File: src/design/ehd_pkg.sv
// ----------------------------------------------------------------------------
// ehd_pkg
// Types, character codes and the hex digit decode for the escaped hex decoder.
// ----------------------------------------------------------------------------
`default_nettype none

package ehd_pkg;

    localparam logic [7:0] CHAR_BACKSLASH = 8'h5C;
    localparam logic [7:0] CHAR_ZERO      = 8'h30;
    localparam logic [7:0] CHAR_NINE      = 8'h39;
    localparam logic [7:0] CHAR_LOWER_A   = 8'h61;
    localparam logic [7:0] CHAR_LOWER_F   = 8'h66;
    localparam logic [3:0] NIBBLE_TEN     = 4'd10;

    typedef struct packed {
        logic [7:0] char_in;
        logic       is_last;
    } in_item_t;

    typedef struct packed {
        logic [7:0] byte_out;
        logic       format_error;
        logic       string_done;
    } out_item_t;

    typedef enum logic [2:0] {
        PH_IDLE = 3'b001,
        PH_ESC  = 3'b010,
        PH_LOW  = 3'b100
    } phase_t;

    // Bit 4 set: not a lowercase hex digit. Bits 3:0: the digit value.
    function automatic logic [4:0] nibble_decode(input logic [7:0] c);
        logic [4:0] r;
        r = 5'b10000;
        if (c >= CHAR_ZERO && c <= CHAR_NINE)
        begin
            r = {1'b0, 4'(c - CHAR_ZERO)};
        end
        else if (c >= CHAR_LOWER_A && c <= CHAR_LOWER_F)
        begin
            r = {1'b0, 4'(c - CHAR_LOWER_A) + NIBBLE_TEN};
        end
        return r;
    endfunction

endpackage

`default_nettype wire

File: src/design/escaped_hex_text_decoder.sv
// ----------------------------------------------------------------------------
// escaped_hex_text_decoder
// Streaming decoder for hex text, plain digit pairs or backslash escapes.
// ----------------------------------------------------------------------------
//  channel | direction | payload      | transfer when
//  in      | in        | in_item_t    | in_valid  & in_ready
//  out     | out       | out_item_t   | out_valid & out_ready
//  cfg     | in        | escaped_mode | cfg_valid & cfg_ready (always ready)
//
//  One character per clock while the output is not stalled. A character
//  waits in the input register, is decoded by the logic that follows it,
//  and its result (if any) lands in the output register. The output
//  register is the only stall point; when it holds and is not taken, the
//  input register holds too and in_ready drops. Reset (rst_n low,
//  asynchronous) empties both registers, returns the decode state to idle
//  and sets escaped mode.
// ----------------------------------------------------------------------------
`default_nettype none

module escaped_hex_text_decoder (
    input  wire               clk,
    input  wire               rst_n,
    input  wire               in_valid,
    output logic              in_ready,
    input  ehd_pkg::in_item_t in_data,
    output logic              out_valid,
    input  wire               out_ready,
    output ehd_pkg::out_item_t out_data,
    input  wire               cfg_valid,
    output logic              cfg_ready,
    input  wire               cfg_data
);
    import ehd_pkg::*;

    // Input register
    logic      in_valid_reg;
    in_item_t  in_item_reg;

    // Decode state
    phase_t     phase_reg,   phase_next;
    logic [3:0] nibble_reg,  nibble_next;
    logic       discard_reg, discard_next;
    logic       escaped_mode_reg;

    // Result register
    logic      out_valid_reg;
    out_item_t out_item_reg;

    // Decode results for the character in the input register
    logic      emit;
    out_item_t result;
    logic [4:0] digit;
    logic      bad_digit;
    logic      is_bs;
    logic      last;

    logic      advance;
    logic      fire;

    // The output register can take a new value when it is empty or drained now.
    assign advance   = !out_valid_reg || out_ready;
    assign fire      = in_valid_reg && advance;
    assign in_ready  = !in_valid_reg || advance;
    assign cfg_ready = 1'b1;
    assign out_valid = out_valid_reg;
    assign out_data  = out_item_reg;

    assign digit     = nibble_decode(in_item_reg.char_in);
    assign bad_digit = digit[4];
    assign is_bs     = (in_item_reg.char_in == CHAR_BACKSLASH);
    assign last      = in_item_reg.is_last;

    always_comb
    begin
        phase_next   = phase_reg;
        nibble_next  = nibble_reg;
        discard_next = discard_reg;
        emit         = 1'b0;
        result       = '{byte_out: in_item_reg.char_in, format_error: 1'b0,
                         string_done: last};

        // A failing character reports one error result and ends the string;
        // drop everything after it up to the last flag.
        priority if (discard_reg)
        begin
            if (last)
            begin
                discard_next = 1'b0;
                phase_next   = PH_IDLE;
                nibble_next  = '0;
            end
        end
        else if (phase_reg == PH_LOW)
        begin
            if (bad_digit)
            begin
                emit = 1'b1;
            end
            else
            begin
                emit            = 1'b1;
                result.byte_out = {nibble_reg, digit[3:0]};
                phase_next      = PH_IDLE;
                nibble_next     = '0;
            end
        end
        else if (!escaped_mode_reg)
        begin
            // High digit position; a leftover escape phase counts as idle.
            if (last || bad_digit)
            begin
                emit = 1'b1;
            end
            else
            begin
                nibble_next = digit[3:0];
                phase_next  = PH_LOW;
            end
        end
        else if (phase_reg == PH_ESC)
        begin
            if (is_bs)
            begin
                emit       = 1'b1;
                phase_next = PH_IDLE;
            end
            else if (last || bad_digit)
            begin
                emit = 1'b1;
            end
            else
            begin
                nibble_next = digit[3:0];
                phase_next  = PH_LOW;
            end
        end
        else if (is_bs)
        begin
            if (last)
            begin
                emit = 1'b1;
            end
            else
            begin
                phase_next = PH_ESC;
            end
        end
        else
        begin
            emit = 1'b1;
        end

        // Error cases: every path above that emits without settling the phase.
        if (!discard_reg && emit && phase_next == phase_reg
            && !(phase_reg == PH_IDLE && escaped_mode_reg && !is_bs))
        begin
            result       = '{byte_out: 8'h00, format_error: 1'b1, string_done: 1'b1};
            phase_next   = PH_IDLE;
            nibble_next  = '0;
            discard_next = !last;
        end
    end

    // Input register: load on transfer, clear when its item moves on.
    always_ff @(posedge clk or negedge rst_n)
    begin
        if (!rst_n)
        begin
            in_valid_reg <= 1'b0;
        end
        else if (in_valid && in_ready)
        begin
            in_valid_reg <= 1'b1;
        end
        else if (fire)
        begin
            in_valid_reg <= 1'b0;
        end
    end

    always_ff @(posedge clk)
    begin
        if (in_valid && in_ready)
        begin
            in_item_reg <= in_data;
        end
    end

    // Decode state and mode register.
    always_ff @(posedge clk or negedge rst_n)
    begin
        if (!rst_n)
        begin
            phase_reg        <= PH_IDLE;
            nibble_reg       <= '0;
            discard_reg      <= 1'b0;
            escaped_mode_reg <= 1'b1;
        end
        else
        begin
            if (fire)
            begin
                phase_reg   <= phase_next;
                nibble_reg  <= nibble_next;
                discard_reg <= discard_next;
            end
            if (cfg_valid && cfg_ready)
            begin
                escaped_mode_reg <= cfg_data;
            end
        end
    end

    // Result register: hold while stalled, otherwise take this cycle's result.
    always_ff @(posedge clk or negedge rst_n)
    begin
        if (!rst_n)
        begin
            out_valid_reg <= 1'b0;
        end
        else if (advance)
        begin
            out_valid_reg <= fire && emit;
        end
    end

    always_ff @(posedge clk)
    begin
        if (fire && emit)
        begin
            out_item_reg <= result;
        end
    end

endmodule

`default_nettype wire

File: config.mk
export PLATFORM = sky130hd
export DESIGN_NAME = escaped_hex_text_decoder
export DESIGN_NICKNAME = d
export VERILOG_FILES = /design/src/design/ehd_pkg.sv /design/src/design/escaped_hex_text_decoder.sv
export SDC_FILE = /design/constraint.sdc
export NUM_CORES = 1
export LEC_CHECK = 0
export BUFFER_PORTS_ARGS = -buffer_cell sky130_fd_sc_hd__buf_2
export CORE_MARGIN = 3
export CORE_UTILIZATION = 48
export DETAILED_ROUTE_END_ITERATION = 16
export PLACE_DENSITY = 0.68
export REMOVE_ABC_BUFFERS = 1
export SYNTH_ARGS = -nofsm -noshare
export SYNTH_HDL_FRONTEND = slang
export SYNTH_SLANG_ARGS = --single-unit
File: constraint.sdc
create_clock -name clk -period 3.7 [get_ports clk]
set_clock_uncertainty 0.05 [all_clocks]
set_input_delay 0 -clock clk [delete_from_list [all_inputs] [get_ports clk]]
set_output_delay 0 -clock clk [all_outputs]
set_load 0.03 [all_outputs]
==> results.json <==
{
  "outcome": "complete, no violations",
  "cts_root_buf": "clkbuf_4",
  "die_area_um2": 4378,
  "grtUsageTotal": 0.1909,
  "synth_seq_area_share": 0.4881,
  "max_freq_mhz": 370.1,
  "n_antenna_cell": 0,
  "grt_max_degree": 13,
  "grt_setup_unrepaired": "no",
  "core_area_um2": 3416,
  "drv_slew": 0,
  "finalWirelength_mm": 3.646,
  "antenna_found_initial": 0,
  "nets": 220,
  "clock_latency_ns": 0.32,
  "layout_setup_ws_ns": 0.9983,
  "wl_per_cell_um": 14.64,
  "crit_buf_inv": 1,
  "hold_viol_final": 0,
  "synth_flop_cell": "edfxtp_1",
  "synthCells": 161,
  "drtPass1Iterations": 4,
  "start_kind": "register",
  "numCtsBuffers": 5,
  "path_class": "register to register",
  "clk_pin_slew_ns": 0.09,
  "cts_tree": "yes",
  "max-clock-path-buffers": 2,
  "fin_setup_tns_ns": 0,
  "place_congestion": 0.9384,
  "p_leak_nw": 0.8110,
  "ant_nets": 0,
  "end_kind": "register",
  "max_cap_viol_count": 0,
  "finalSetupViolCount": 0,
  "synthDistinctLibCells": 56,
  "yosys_warnings": 0,
  "worstPathCellList": "inv_1 > ha_1 > or3b_1 > and4_1 > o211ai_4 > a21oi_1 > nor2b_2 > nor2_1",
  "dpl_cell_area_um2": 1882,
  "max-vdd-ir-drop_mv": 0.2951,
  "slew_headroom": 0.6080,
  "htreeDepth": 2,
  "synth-edff-count": 19,
  "die_h_um": 66.17,
  "row_count": 21,
  "worstMarginPinSlew_ns": 0.5842,
  "netlist_area_um2": 1738,
  "fin_crit_ns": 2.702,
  "port_buffers": 26,
  "drtIter0Drc": 67,
  "worstHoldPathType": "input pin to asynchronous set/reset pin",
  "design_area_um2": 2091,
  "dp_slack_ns": 1.021,
  "io_pins": 28,
  "critical_path_arrival_ns": 2.72,
  "drc_errors": 0,
  "num_vias": 1386,
  "start_util": 0.5088,
  "viasPerCell": 5.566,
  "slowest_stage": "edfxtp_1",
  "crit_required_ns": 3.71,
  "grt_pass1_vias": 1378,
  "grt_pass1_wl_mm": 6.272,
  "critPathMaxFanout": 12,
  "clock_sinks": 30,
  "syn_to_final_growth_pct": 20.30,
  "power_density_nw_per_um2": 543.4,
  "async_flop_share": 0.3667,
  "p_total_mw": 1.136,
  "cts_resized": 0,
  "die_w_um": 66.17,
  "synth_area_per_cell_um2": 10.79,
  "largest_reg_flops": 10,
  "critical_path.top_delay_family": "simple AND/OR/NAND/NOR gates",
  "ys_ff_latch": 30,
  "dp_hpwl_mm": 2.678,
  "drive_above_1_share": 0.2709,
  "post-route-period-util": 0.7302,
  "grt.overflow.total": 0,
  "slowest_delay_ns": 0.49
}
[cell type report]
cell class | count | area [um^2]
repair buffers | 41 | 280.3
inverters | 6 | 22.52
flip-flops and latches | 30 | 848.3
clock inverters | 2 | 7.507
well taps | 46 | 57.56
fillers | 303 | 1325
clock buffers | 6 | 51.30
multi-input cells | 118 | 823.3
[through the flow]
stage	cells	hold WS [ns]	util
floorplan	154	-0.3456	-
global placement	226	-0.1663	0.5509
detailed placement	226	-0.1681	0.5509
CTS	249	0.02496	0.6121
global route	249	0.04664	0.6121
finish	249	0.02505	0.6121
[layout by cell type, fill, tap and decap left out, types with 3 or more instances in the layout]
cell,n
buf_2,26
edfxtp_1,19
nand2_1,16
dlygate4sd3_1,15
nor2_1,13
a21oi_1,12
dfrtp_1,9
o21ai_0,8
inv_1,6
nand3_1,5
and2_1,5
clkbuf_4,5
mux2_4,4
or2_2,3
nand4_1,3
a22oi_1,3
ha_1,3
[synth_stat cells, types with 4 or more instances]
cell,n,area share
nand2_1,16,0.035
edfxtp_1,19,0.33
inv_1,6,0.013
mux2_4,4,0.035
o21ai_0,8,0.023
nand3_1,5,0.014
a21oi_1,12,0.035
dfrtp_1,9,0.13
and2_1,5,0.018
nor2_1,13,0.028
[logic make-up (layout without fill, tap and decap cells)]
group	Yosys count	after routing	share of synthesized area
DFF	30	30	0.4881
AOI/OAI and AO/OA	41	41	0.1749
muxes	5	5	0.04104
other	1	1	0.002158
xor gates and xnor gates	1	1	0.005041
adders and majority gates	3	3	0.02160
and+or+nand+nor	67	67	0.2289
buffers and inverters	13	55	0.03815
[where the power goes]
group          switching [mW]  internal, mW  leakage [nW]
registers              0.0670         0.454         0.323
clock network           0.103        0.0882        0.0333
logic                   0.272         0.152         0.455
total                   0.442         0.694         0.811
[final timing paths]
path	from	cells past startpoint	to	slack [ns]
worst max-delay path	in_item_reg[1]$_DFFE_PP_	8	out_data[5]$_SDFFCE_PP0P_	1.0
worst min-delay path	rst_n	2	out_valid$_DFFE_PN0P_	0.03
worst max register to register	in_item_reg[1]$_DFFE_PP_	8	out_data[5]$_SDFFCE_PP0P_	1.0
worst min register to register	nibble_reg[3]$_DFFE_PN0P_	1	nibble_reg[3]$_DFFE_PN0P_	0.48
max in group asynchronous	rst_n	2	phase_reg[0]$_DFFE_PN1P_	3.31
min in group clk	in_data[2]	2	in_item_reg[2]$_DFFE_PP_	0.33
[layer usage]
layer / vias up / GRT usage / part of all wire
met2: 56 / 0.2862 / 0.48
met3: 6 / 0.05442 / 0.064
met4: 0 / 0.08629 / 0.016
met5: - / 0 / 0
li1: 678 / - / -
met1: 646 / 0.2544 / 0.44
[repair_timing]
item	CTS	global route
setup buffers	0	0
hold endpoints to repair	23	0
hold buffers	15	0
Note: power is estimated with default switching activity, not from simulation.
